==> src/sv/pdisp_pkg.sv <==
// Shared types, codes and defaults for the periodic task dispatcher.
`default_nettype none
package pdisp_pkg;

   localparam int TASK_SLOTS_DEF = 8;
   localparam int COUNT_BITS_DEF = 16;

   localparam int CMD_W    = 2;
   localparam int INDEX_W  = 3;
   localparam int FIELD_W  = 16;
   localparam int STATUS_W = 2;
   localparam int MASK_W   = 8;

   localparam int REQ_DATA_W = 40;
   localparam int RSP_DATA_W = 16;

   typedef enum logic [CMD_W-1:0] {
      CMD_ADD    = 2'd0,
      CMD_STOP   = 2'd1,
      CMD_DELETE = 2'd2,
      CMD_TICK   = 2'd3
   } cmd_type;

   typedef enum logic [STATUS_W-1:0] {
      ST_OK    = 2'd0,
      ST_FULL  = 2'd1,
      ST_EMPTY = 2'd2
   } status_type;

endpackage
`default_nettype wire

==> src/sv/pdisp_ram.sv <==
// Generic single-write, single-read RAM with registered read data.
`default_nettype none
module pdisp_ram #(
   parameter int WIDTH = 32,
   parameter int DEPTH = 8,
   localparam int ADDR_BITS = (DEPTH > 1) ? $clog2(DEPTH) : 1
) (
   input  wire logic                 clock,
   input  wire logic                 wr_en,
   input  wire logic [ADDR_BITS-1:0] wr_addr,
   input  wire logic [WIDTH-1:0]     wr_data,
   input  wire logic                 rd_en,
   input  wire logic [ADDR_BITS-1:0] rd_addr,
   output logic      [WIDTH-1:0]     rd_data
);

   logic [WIDTH-1:0] mem_ff [DEPTH];

   always_ff @(posedge clock) begin
      if (wr_en) begin
         mem_ff[wr_addr] <= wr_data;
      end
      if (rd_en) begin
         rd_data <= mem_ff[rd_addr];
      end
   end

endmodule
`default_nettype wire

==> src/sv/periodic_task_dispatcher.sv <==
// Periodic task dispatcher: slot table with a sequencer walking one slot RAM.
// Add and stop go straight to the done state, which registers their result.
// Tick reads and rewrites each running slot and steps over the other slots;
// delete moves each slot above the deleted one down by one place.
// The block takes one beat at a time; the result register frees it early.
// Reset clears the flags and the task count; the slot RAM is not cleared.
`default_nettype none
module periodic_task_dispatcher #(
   parameter int TASK_SLOTS = pdisp_pkg::TASK_SLOTS_DEF,
   parameter int COUNT_BITS = pdisp_pkg::COUNT_BITS_DEF
) (
   input  wire logic                             clock,
   input  wire logic                             reset,
   input  wire logic                             req_tvalid,
   output logic                                  req_tready,
   // task_index, period, first_delay, start_running, zero fill
   input  wire logic [pdisp_pkg::REQ_DATA_W-1:0] req_tdata,
   // command
   input  wire logic [pdisp_pkg::CMD_W-1:0]      req_tuser,
   output logic                                  rsp_tvalid,
   input  wire logic                             rsp_tready,
   // status, assigned_index, fire_mask, zero fill
   output logic      [pdisp_pkg::RSP_DATA_W-1:0] rsp_tdata
);

   localparam int IDX_BITS = (TASK_SLOTS > 1) ? $clog2(TASK_SLOTS) : 1;
   localparam int CNT_W    = $clog2(TASK_SLOTS + 1);
   localparam int ENTRY_W  = 2 * COUNT_BITS;

   typedef enum logic [2:0] {
      S_IDLE,
      S_TICK_RD,
      S_TICK_WR,
      S_DEL_RD,
      S_DEL_WR,
      S_DONE
   } state_type;

   state_type                         state_ff, state_in;
   logic [CNT_W-1:0]                  count_ff, count_in;
   logic [CNT_W-1:0]                  ptr_ff, ptr_in;
   logic [TASK_SLOTS-1:0]             valid_ff, valid_in;
   logic [TASK_SLOTS-1:0]             running_ff, running_in;
   logic [pdisp_pkg::STATUS_W-1:0]    status_ff, status_in;
   logic [pdisp_pkg::INDEX_W-1:0]     assigned_ff, assigned_in;
   logic [pdisp_pkg::MASK_W-1:0]      fire_ff, fire_in;
   logic                              rsp_valid_ff, rsp_valid_in;
   logic [pdisp_pkg::RSP_DATA_W-1:0]  rsp_data_ff, rsp_data_in;

   pdisp_pkg::cmd_type                req_cmd;
   logic [pdisp_pkg::INDEX_W-1:0]     req_index;
   logic [pdisp_pkg::FIELD_W-1:0]     req_period;
   logic [pdisp_pkg::FIELD_W-1:0]     req_delay;
   logic                              req_run;
   logic [IDX_BITS-1:0]               idx_ext;
   logic                              idx_usable;
   logic [TASK_SLOTS-1:0]             low_mask;
   logic                              ptr_last;
   logic                              slot_active;

   logic                              ram_wr_en;
   logic [IDX_BITS-1:0]               ram_wr_addr;
   logic [ENTRY_W-1:0]                ram_wr_data;
   logic                              ram_rd_en;
   logic [IDX_BITS-1:0]               ram_rd_addr;
   logic [ENTRY_W-1:0]                ram_rd_data;
   logic [COUNT_BITS-1:0]             rd_period;
   logic [COUNT_BITS-1:0]             rd_count;
   logic [COUNT_BITS-1:0]             new_count;

   assign req_cmd    = pdisp_pkg::cmd_type'(req_tuser);
   assign req_index  = req_tdata[2:0];
   assign req_period = req_tdata[18:3];
   assign req_delay  = req_tdata[34:19];
   assign req_run    = req_tdata[35];

   assign idx_ext    = IDX_BITS'(req_index);
   assign idx_usable = (32'(req_index) < 32'(TASK_SLOTS)) && valid_ff[idx_ext];
   assign low_mask   = (TASK_SLOTS'(1) << idx_ext) - TASK_SLOTS'(1);

   assign ptr_last    = (ptr_ff == CNT_W'(TASK_SLOTS - 1));
   assign slot_active = valid_ff[ptr_ff[IDX_BITS-1:0]] && running_ff[ptr_ff[IDX_BITS-1:0]];

   assign rd_period = ram_rd_data[ENTRY_W-1:COUNT_BITS];
   assign rd_count  = ram_rd_data[COUNT_BITS-1:0];
   assign new_count = ((rd_count == '0) ? rd_period : rd_count) - COUNT_BITS'(1);

   assign req_tready = (state_ff == S_IDLE);
   assign rsp_tvalid = rsp_valid_ff;
   assign rsp_tdata  = rsp_data_ff;

   pdisp_ram #(
      .WIDTH (ENTRY_W),
      .DEPTH (TASK_SLOTS)
   ) u_slot_ram (
      .clock   (clock),
      .wr_en   (ram_wr_en),
      .wr_addr (ram_wr_addr),
      .wr_data (ram_wr_data),
      .rd_en   (ram_rd_en),
      .rd_addr (ram_rd_addr),
      .rd_data (ram_rd_data)
   );

   always_comb begin
      state_in     = state_ff;
      count_in     = count_ff;
      ptr_in       = ptr_ff;
      valid_in     = valid_ff;
      running_in   = running_ff;
      status_in    = status_ff;
      assigned_in  = assigned_ff;
      fire_in      = fire_ff;
      rsp_valid_in = rsp_valid_ff && !rsp_tready;
      rsp_data_in  = rsp_data_ff;
      ram_wr_en    = 1'b0;
      ram_wr_addr  = ptr_ff[IDX_BITS-1:0];
      ram_wr_data  = {rd_period, new_count};
      ram_rd_en    = 1'b0;
      ram_rd_addr  = ptr_ff[IDX_BITS-1:0];

      case (state_ff)
         S_IDLE: begin
            if (req_tvalid) begin
               status_in   = pdisp_pkg::ST_OK;
               assigned_in = '0;
               fire_in     = '0;
               ptr_in      = '0;
               state_in    = S_DONE;
               case (req_cmd)
                  pdisp_pkg::CMD_ADD: begin
                     if (32'(count_ff) >= 32'(TASK_SLOTS)) begin
                        status_in = pdisp_pkg::ST_FULL;
                     end else begin
                        ram_wr_en   = 1'b1;
                        ram_wr_addr = count_ff[IDX_BITS-1:0];
                        ram_wr_data = {COUNT_BITS'(req_period), COUNT_BITS'(req_delay)};
                        valid_in[count_ff[IDX_BITS-1:0]]   = 1'b1;
                        running_in[count_ff[IDX_BITS-1:0]] = req_run;
                        count_in    = count_ff + CNT_W'(1);
                        assigned_in = pdisp_pkg::INDEX_W'(count_ff);
                     end
                  end
                  pdisp_pkg::CMD_STOP: begin
                     if (!idx_usable) begin
                        status_in = pdisp_pkg::ST_EMPTY;
                     end else begin
                        running_in[idx_ext] = 1'b0;
                     end
                  end
                  pdisp_pkg::CMD_DELETE: begin
                     if (!idx_usable) begin
                        status_in = pdisp_pkg::ST_EMPTY;
                     end else begin
                        valid_in   = (valid_ff & low_mask) | ((valid_ff >> 1) & ~low_mask);
                        running_in = (running_ff & low_mask) | ((running_ff >> 1) & ~low_mask);
                        count_in   = count_ff - CNT_W'(1);
                        ptr_in     = CNT_W'(idx_ext) + CNT_W'(1);
                        if (32'(req_index) + 32'd1 < 32'(TASK_SLOTS)) begin
                           state_in = S_DEL_RD;
                        end
                     end
                  end
                  pdisp_pkg::CMD_TICK: begin
                     state_in = S_TICK_RD;
                  end
                  default: begin
                     state_in = S_DONE;
                  end
               endcase
            end
         end
         S_TICK_RD: begin
            if (slot_active) begin
               ram_rd_en = 1'b1;
               state_in  = S_TICK_WR;
            end else if (ptr_last) begin
               state_in = S_DONE;
            end else begin
               ptr_in = ptr_ff + CNT_W'(1);
            end
         end
         S_TICK_WR: begin
            ram_wr_en = 1'b1;
            if (rd_count == '0) begin
               fire_in = fire_ff | (pdisp_pkg::MASK_W'(1) << ptr_ff);
            end
            if (ptr_last) begin
               state_in = S_DONE;
            end else begin
               ptr_in   = ptr_ff + CNT_W'(1);
               state_in = S_TICK_RD;
            end
         end
         S_DEL_RD: begin
            ram_rd_en = 1'b1;
            state_in  = S_DEL_WR;
         end
         S_DEL_WR: begin
            ram_wr_en   = 1'b1;
            ram_wr_addr = IDX_BITS'(ptr_ff - CNT_W'(1));
            ram_wr_data = ram_rd_data;
            if (ptr_last) begin
               state_in = S_DONE;
            end else begin
               ptr_in   = ptr_ff + CNT_W'(1);
               state_in = S_DEL_RD;
            end
         end
         S_DONE: begin
            if (!rsp_valid_ff || rsp_tready) begin
               rsp_valid_in = 1'b1;
               rsp_data_in  = pdisp_pkg::RSP_DATA_W'({fire_ff, assigned_ff, status_ff});
               state_in     = S_IDLE;
            end
         end
         default: begin
            state_in = S_IDLE;
         end
      endcase
   end

   always_ff @(posedge clock) begin
      if (reset) begin
         state_ff     <= S_IDLE;
         count_ff     <= '0;
         ptr_ff       <= '0;
         valid_ff     <= '0;
         running_ff   <= '0;
         rsp_valid_ff <= 1'b0;
      end else begin
         state_ff     <= state_in;
         count_ff     <= count_in;
         ptr_ff       <= ptr_in;
         valid_ff     <= valid_in;
         running_ff   <= running_in;
         rsp_valid_ff <= rsp_valid_in;
      end
      status_ff   <= status_in;
      assigned_ff <= assigned_in;
      fire_ff     <= fire_in;
      rsp_data_ff <= rsp_data_in;
   end

endmodule
`default_nettype wire
==> config.mk <==
export PLATFORM = sky130hd
export DESIGN_NAME = periodic_task_dispatcher
export DESIGN_NICKNAME = d
export VERILOG_FILES = /design/src/sv/pdisp_pkg.sv /design/src/sv/pdisp_ram.sv /design/src/sv/periodic_task_dispatcher.sv
export SDC_FILE = /design/constraint.sdc
export NUM_CORES = 1
export LEC_CHECK = 0
export BUFFER_PORTS_ARGS = -buffer_cell sky130_fd_sc_hd__buf_2
export CAP_MARGIN = 15
export CORE_MARGIN = 4
export CORE_UTILIZATION = 62
export DETAILED_ROUTE_END_ITERATION = 6
export GPL_TIMING_DRIVEN = 0
export PLACE_DENSITY_LB_ADDON = 0.08
export SYNTH_ARGS = -nofsm -noshare
export SYNTH_HDL_FRONTEND = slang
export SYNTH_SLANG_ARGS = --single-unit
==> constraint.sdc <==
create_clock -name clock -period 5.2 [get_ports clock]
set_input_delay 0.78 -clock clock [delete_from_list [all_inputs] [get_ports clock]]
set_output_delay 0.78 -clock clock [all_outputs]
set_load 0.02 [all_outputs]
After elaboration in Yosys (flattened, before gate mapping)
Memories as Yosys holds them, arrays and structs flattened. A register that Yosys moved wholly into a read port is not among the register bits.
Index checks and enable logic that the tools add are counted.
{"block": "totals", "regBits": 54, "ramBits": 256, "in_bits": 46, "out_inout_bits": 18, "wordCells": 143, "mem_count": 1}
{"name": "u_slot_ram.mem_ff", "words": 8, "word_bits": 32, "read_ports": 1, "rd_clocked_by_memory_dff": 1, "write_ports": 1, "line_no": "pdisp_ram.sv:17", "text": "logic [WIDTH-1:0] mem_ff [DEPTH];"}
{"block": "classes", "add_sub_neg": 8, "magnitude_cmp": 7, "n_eq_ne": 17, "shift": 2, "n_mux": 62, "bitwise": 12, "reduce_logical": 24}
{"operator": "$mux W32", "n": 3}
{"operator": "$pmux W32 S2", "n": 1}
{"operator": "$mux W8", "n": 7}
{"operator": "$mux W3", "n": 11}
{"operator": "$or A8 B8 Y8", "n": 4}
{"operator": "$pmux W8 S2", "n": 2}
{"operator": "$mux W4", "n": 7}
{"operator": "$and A8 B8 Y8", "n": 3}
{"operator": "$pmux W8 S3", "n": 1}
{"operator": "$pmux W3 S6", "n": 1}
{"operator": "$and A7 B8 Y8", "n": 2}
{"operator": "$logic_not A16 Y1", "n": 1}
{"operator": "$mux W16", "n": 1}
{"operator": "$not A8 Y8", "n": 2}
{"operator": "$sub A16 B1 Y16 const B", "n": 1}
{"operator": "$mux W1", "n": 14}
{"operator": "$ne A2 B2 Y1 const B", "n": 7}
{"operator": "$lt A3 B4 Y1 const B", "n": 3}
{"operator": "$pmux W3 S2", "n": 2}
{"operator": "$pmux W4 S3", "n": 1}
{"operator": "$bmux W1 S3", "n": 3}
{"operator": "$reduce_and A3 Y1", "n": 3}
{"operator": "$add A3 B1 Y4 const B", "n": 2}
{"operator": "$add A4 B1 Y4 const B", "n": 2}
{"operator": "other kinds (33)", "n": 48}

Depth between registers and ports, before layout
{"block": "logic_depth", "depth_word": 8, "mapped_depth": 13, "mapped_depth_nobuf": 11}

Cells and area by module
A second synthesis with hierarchy kept.
{"block": "hier_totals", "cells_unflattened": 997, "area_unflattened_um2": 15464.8}
{"mod": "pdisp_ram", "n_inst": 1, "cells_per_inst": 415, "area_per_inst_um2": 10786.6, "seq_area_each_um2": 8648.3}
{"mod": "periodic_task_dispatcher", "n_inst": 1, "cells_per_inst": 582, "area_per_inst_um2": 4678.2, "seq_area_each_um2": 1341.3}

Worst setup path after synthesis
OpenSTA, ideal clock, no wires.
{"block": "synth_path", "path_kind": "input port to flip-flop", "start": "in req_tuser[0] (netlist bit)", "end": "mem u_slot_ram.mem_ff[3][0], enable pin", "setup_time_ps": 461, "arrival_time_ps": 4174, "required_time_ps": 4739, "path_slack_ps": 565, "path_stages": 8, "path_buffers": 1, "cell_sequence": "inv_1 > ha_1 > and3b_1 > clkbuf_1 > nand2_1 > o32ai_1 > a21oi_1 > nor3_1"}
{"block": "synth_between", "elab_chain_len": 6, "word_cells_on_any_way": 9, "cone_classes": "mux (8); reduce/logical (1)"}
{"item": "start, declared", "line_no": "periodic_task_dispatcher.sv:19", "text": "input wire logic [pdisp_pkg::CMD_W-1:0] req_tuser,"}
{"item": "$logic_not A2 Y1 (*)", "line_no": "periodic_task_dispatcher.sv:130", "text": "case (req_cmd)"}
{"item": "$mux W1", "line_no": "periodic_task_dispatcher.sv:130"}
{"item": "$mux W1", "line_no": "periodic_task_dispatcher.sv:124", "text": "if (req_tvalid) begin"}
{"item": "$pmux W1 S2", "line_no": "periodic_task_dispatcher.sv:122", "text": "case (state_ff)"}
{"item": "$mux W1", "line_no": "pdisp_ram.sv:20", "text": "if (wr_en) begin"}
{"item": "$mux W1 (not written as such)", "line_no": "pdisp_ram.sv:21", "text": "mem_ff[wr_addr] <= wr_data;"}
{"item": "end, declared", "line_no": "pdisp_ram.sv:17"}
Mark *: on every way between the ends. The rest lies on a longest branch, timed or not.

Worst setup path after layout
{"block": "layout_path", "start": "reg ptr_ff[0]", "end": "mem u_slot_ram.mem_ff[7][14], enable pin"}
{"block": "layout_between", "elab_chain_len": 4, "word_cells_on_any_way": 5, "cone_classes": "add/sub (1); mux (4)"}
{"item": "start, declared", "line_no": "periodic_task_dispatcher.sv:41", "text": "logic [CNT_W-1:0] ptr_ff, ptr_in;"}
{"item": "start signal, assigned", "line_no": "periodic_task_dispatcher.sv:234", "text": "ptr_ff <= ptr_in;"}
{"item": "parallel branches: the longest is 3 deep, another holds $sub A3 B1 Y3"}
{"item": "$pmux W3 S2 (*)", "line_no": "periodic_task_dispatcher.sv:122"}
Mark *: on every way between the ends.

==> flow_summary.json <==
{
  "reg2reg_depth": 11,
  "dpl.hpwl_mm": 26.4,
  "cts_tree": "done",
  "postCtsSetupBuffers": 0,
  "cts_root_buf": "clkbuf_16",
  "end_kind": "flip-flop",
  "maxCapViolations": 0,
  "drive_above_1_share": 0.210,
  "fin_crit_sh": 0.878,
  "viasPerCell": 6.56,
  "final_cell_mix": "edfxtp_1 (314), nand2_1 (134), nor2_1 (69)",
  "finalNonFillerCells": 1548,
  "initialDrtViolationCount": 1195,
  "final.setup.worst_slack_ns": 0.635,
  "reg2reg_from": "ptr_ff[0]$_SDFFE_PP0P_",
  "setup_viol": 0,
  "hold_viol": 0,
  "slew_headroom": 0.308,
  "syn_area_mm2": 0.0154,
  "timing.reg2reg.setup_slack_ns": 0.63,
  "fin_hold_ws_ns": 0.420,
  "avgSynthCellArea_um2": 14.2,
  "startpoint_type": "flip-flop",
  "ir_drop_v": 0.000355,
  "critical_path_class": "flip-flop to flip-flop",
  "clk_latency_ns": 0.53,
  "crit_arrival_ns": 4.81,
  "dp_cells": 1486,
  "postCtsHoldBufs": 0,
  "antenna_found_initial": 0,
  "critPathMaxFanout": 10,
  "clockBufferDepth": 3,
  "slew_viol_final": 0,
  "clock-skew-final_ns": 0.0159,
  "p_leak_nw": 5.85,
  "status": "finished clean",
  "grt_max_degree": 24,
  "pin_count": 64,
  "clkTransAtPathRegs_ns": 0.06,
  "ys_types": 81,
  "final_nets": 1268,
  "fp.coreArea_mm2": 0.0244,
  "synth_edf_count": 314,
  "hold_class": "flip-flop to flip-flop",
  "ys_ff_latch": 342,
  "layout_commonest_cell": "edfxtp_1",
  "fmax_mhz": 219,
  "layout_min_cycle_time_ns": 4.57,
  "routabilityCongestion": 0.984,
  "num-fill-cells": 1675,
  "p_per_area_mw_per_mm2": 499,
  "start_util": 0.632,
  "rsz0062_at_grt": "false",
  "cp-startpoint": "ptr_ff[0]$_SDFFE_PP0P_",
  "io_buffers": 54,
  "fp.dieW_um": 166,
  "place_ws_ns": 0.693,
  "routed_wl_mm": 39.1,
  "first_global_vias": 9877,
  "ys.flop_type": "edfxtp_1",
  "grt_pass1_wl_mm": 59.7,
  "crit_end": "u_slot_ram.mem_ff[7][14]$_DFFE_PP_",
  "h-tree-depth": 2,
  "r2r-end": "u_slot_ram.mem_ff[7][14]$_DFFE_PP_",
  "wl_per_cell_um": 25.3,
  "die-area_mm2": 0.0274,
  "drc_errors": 0,
  "ant_nets": 0,
  "first_pass_iters": 6,
  "yosysWarnings": 0,
  "tightest_slew_ns": 1.03,
  "vias": 10200,
  "cp_data_required_time_ns": 5.44,
  "synthCells": 1085,
  "postSynth.asyncResetShare": 0,
  "grt-ovfl-total": 0,
  "die_h_um": 166,
  "row_count": 57,
  "cts_made_buffers": 36,
  "cts.sinks": 342,
  "ys_seq_area_frac": 0.648,
  "track_usage": 0.283,
  "syn2layout_area_growth_pct": 13.8,
  "antennaDiodeCount": 0,
  "cts_resized": 0
}
## final cells by class
cell class | instances | area [µm²] | share of cell area
Sequential cell | 342 | 9990 | 0.570
Clock buffer | 45 | 956 | 0.0545
Timing Repair Buffer | 76 | 569 | 0.0325
Buffer | 66 | 292 | 0.0166
Multi-Input combinational cell | 659 | 5120 | 0.292
Tap cell | 324 | 405 | 0.0231
Clock inverter | 16 | 129 | 0.00735
Inverter | 20 | 75.1 | 0.00428
## worst min path at each step
| stage | cells after the start | start | end | slack [ns] |
|---|---|---|---|---|
| floorplan | 0 | status_ff[0]$_DFFE_PP_ | rsp_tdata[0]$_DFFE_PP_ | 0.40 |
| global placement | 0 | assigned_ff[1]$_SDFFCE_PP0P_ | rsp_tdata[3]$_DFFE_PP_ | 0.40 |
| detailed placement | 0 | assigned_ff[1]$_SDFFCE_PP0P_ | rsp_tdata[3]$_DFFE_PP_ | 0.41 |
| CTS | 0 | assigned_ff[1]$_SDFFCE_PP0P_ | rsp_tdata[3]$_DFFE_PP_ | 0.42 |
| global route | 0 | status_ff[1]$_DFFE_PP_ | rsp_tdata[1]$_DFFE_PP_ | 0.44 |
| finish | 0 | assigned_ff[1]$_SDFFCE_PP0P_ | rsp_tdata[3]$_DFFE_PP_ | 0.42 |
## power by group
group	internal, W	switching, W	total [W]
combinational	0.000970	0.00159	0.00256
sequential	0.00365	0.000182	0.00383
clock	0.00132	0.00105	0.00237
## state kept, by name, indices dropped and copies added, names as in the netlist, named ones only
signal              cells
valid_ff                1
assigned_ff             3
fire_ff                 8
rsp_tdata              13
u_slot_ram.mem_ff     256
ptr_ff                  4
rsp_tvalid              1
state_ff                3
u_slot_ram.rd_data     32
status_ff               2
count_ff                4
## synthesized netlist by cell type (5+ instances only)
| cell | number | share of area |
|---|---|---|
| edfxtp_1 | 314 | 0.61 |
| nand3_1 | 20 | 0.0065 |
| o31ai_1 | 7 | 0.0034 |
| and2_1 | 6 | 0.0024 |
| clkbuf_1 | 40 | 0.0097 |
| nor2b_1 | 6 | 0.0024 |
| o211ai_1 | 5 | 0.0024 |
| buf_2 | 14 | 0.0045 |
| a221oi_1 | 7 | 0.0040 |
| o221ai_1 | 5 | 0.0028 |
| nor4_1 | 5 | 0.0020 |
| nor3_1 | 22 | 0.0071 |
| o21ai_0 | 29 | 0.0094 |
| buf_4 | 5 | 0.0024 |
| ha_1 | 20 | 0.016 |
| o32ai_1 | 8 | 0.0045 |
| a22oi_1 | 14 | 0.0068 |
| inv_1 | 17 | 0.0041 |
| mux2_2 | 17 | 0.012 |
| a21o_1 | 6 | 0.0029 |
| a311oi_1 | 6 | 0.0034 |
| buf_1 | 6 | 0.0015 |
| a21oi_1 | 59 | 0.019 |
| dfxtp_1 | 28 | 0.036 |
| or3_1 | 7 | 0.0028 |
| mux2i_1 | 7 | 0.0045 |
| nand3b_1 | 8 | 0.0039 |
| o31a_1 | 6 | 0.0034 |
| nand2b_1 | 9 | 0.0037 |
| nor2_1 | 74 | 0.018 |
| a31oi_1 | 11 | 0.0045 |
| a211oi_1 | 10 | 0.0049 |
| xnor2_1 | 9 | 0.0051 |
| nand2_1 | 134 | 0.033 |
| mux4_2 | 64 | 0.094 |
## per-layer routing
| metal | up-vias | global-route usage | wire, µm |
|---|---|---|---|
| met1 | 5006 | 0.409 | 15600 |
| met3 | 92 | 0.0520 | 3810 |
| met5 | - | 0.00348 | 0 |
| li1 | 4475 | - | - |
| met4 | 0 | 0.0882 | 1260 |
| met2 | 585 | 0.447 | 18500 |
## critical path: stages, from the launching register on
cell,delay (ns)
dfxtp_1,0.55
clkbuf_1,0.54
clkbuf_1,0.62
inv_1,0.25
ha_1,0.40
o22ai_1,0.19
nand2b_1,0.19
nor3_2,0.80
buf_6,0.27
buf_8,0.16
buf_6,0.15
buf_6,0.14
## stage by stage
| step | TNS (ns) | utilization | instance area, µm² | total power [W] |
|---|---|---|---|---|
| after floorplan | 0 | - | 15400 | 0.00553 |
| after global placement | -409.28 | 0.660 | 16100 | 0.00624 |
| after global routing | 0 | 0.719 | 17500 | 0.00914 |
| after detailed placement | 0 | 0.674 | 16400 | 0.00640 |
| after CTS | 0 | 0.718 | 17500 | 0.00876 |
| final | 0 | 0.719 | 17500 | 0.00876 |
## logic make-up (layout without fill, tap and decap cells)
kind of cell,Yosys count,count (layout),share of synthesized area
other,1,3,0.000243
buffers and inverters,86,223,0.0238
multiplexers,88,88,0.111
adder cells (fa/ha/maj),21,21,0.0175
flip-flops,342,342,0.648
XOR/XNOR,12,12,0.00682
AND/OR/NAND/NOR,328,328,0.102
AO/OA/AOI/OAI,207,207,0.0910
(Power assumes the default switching activity.)
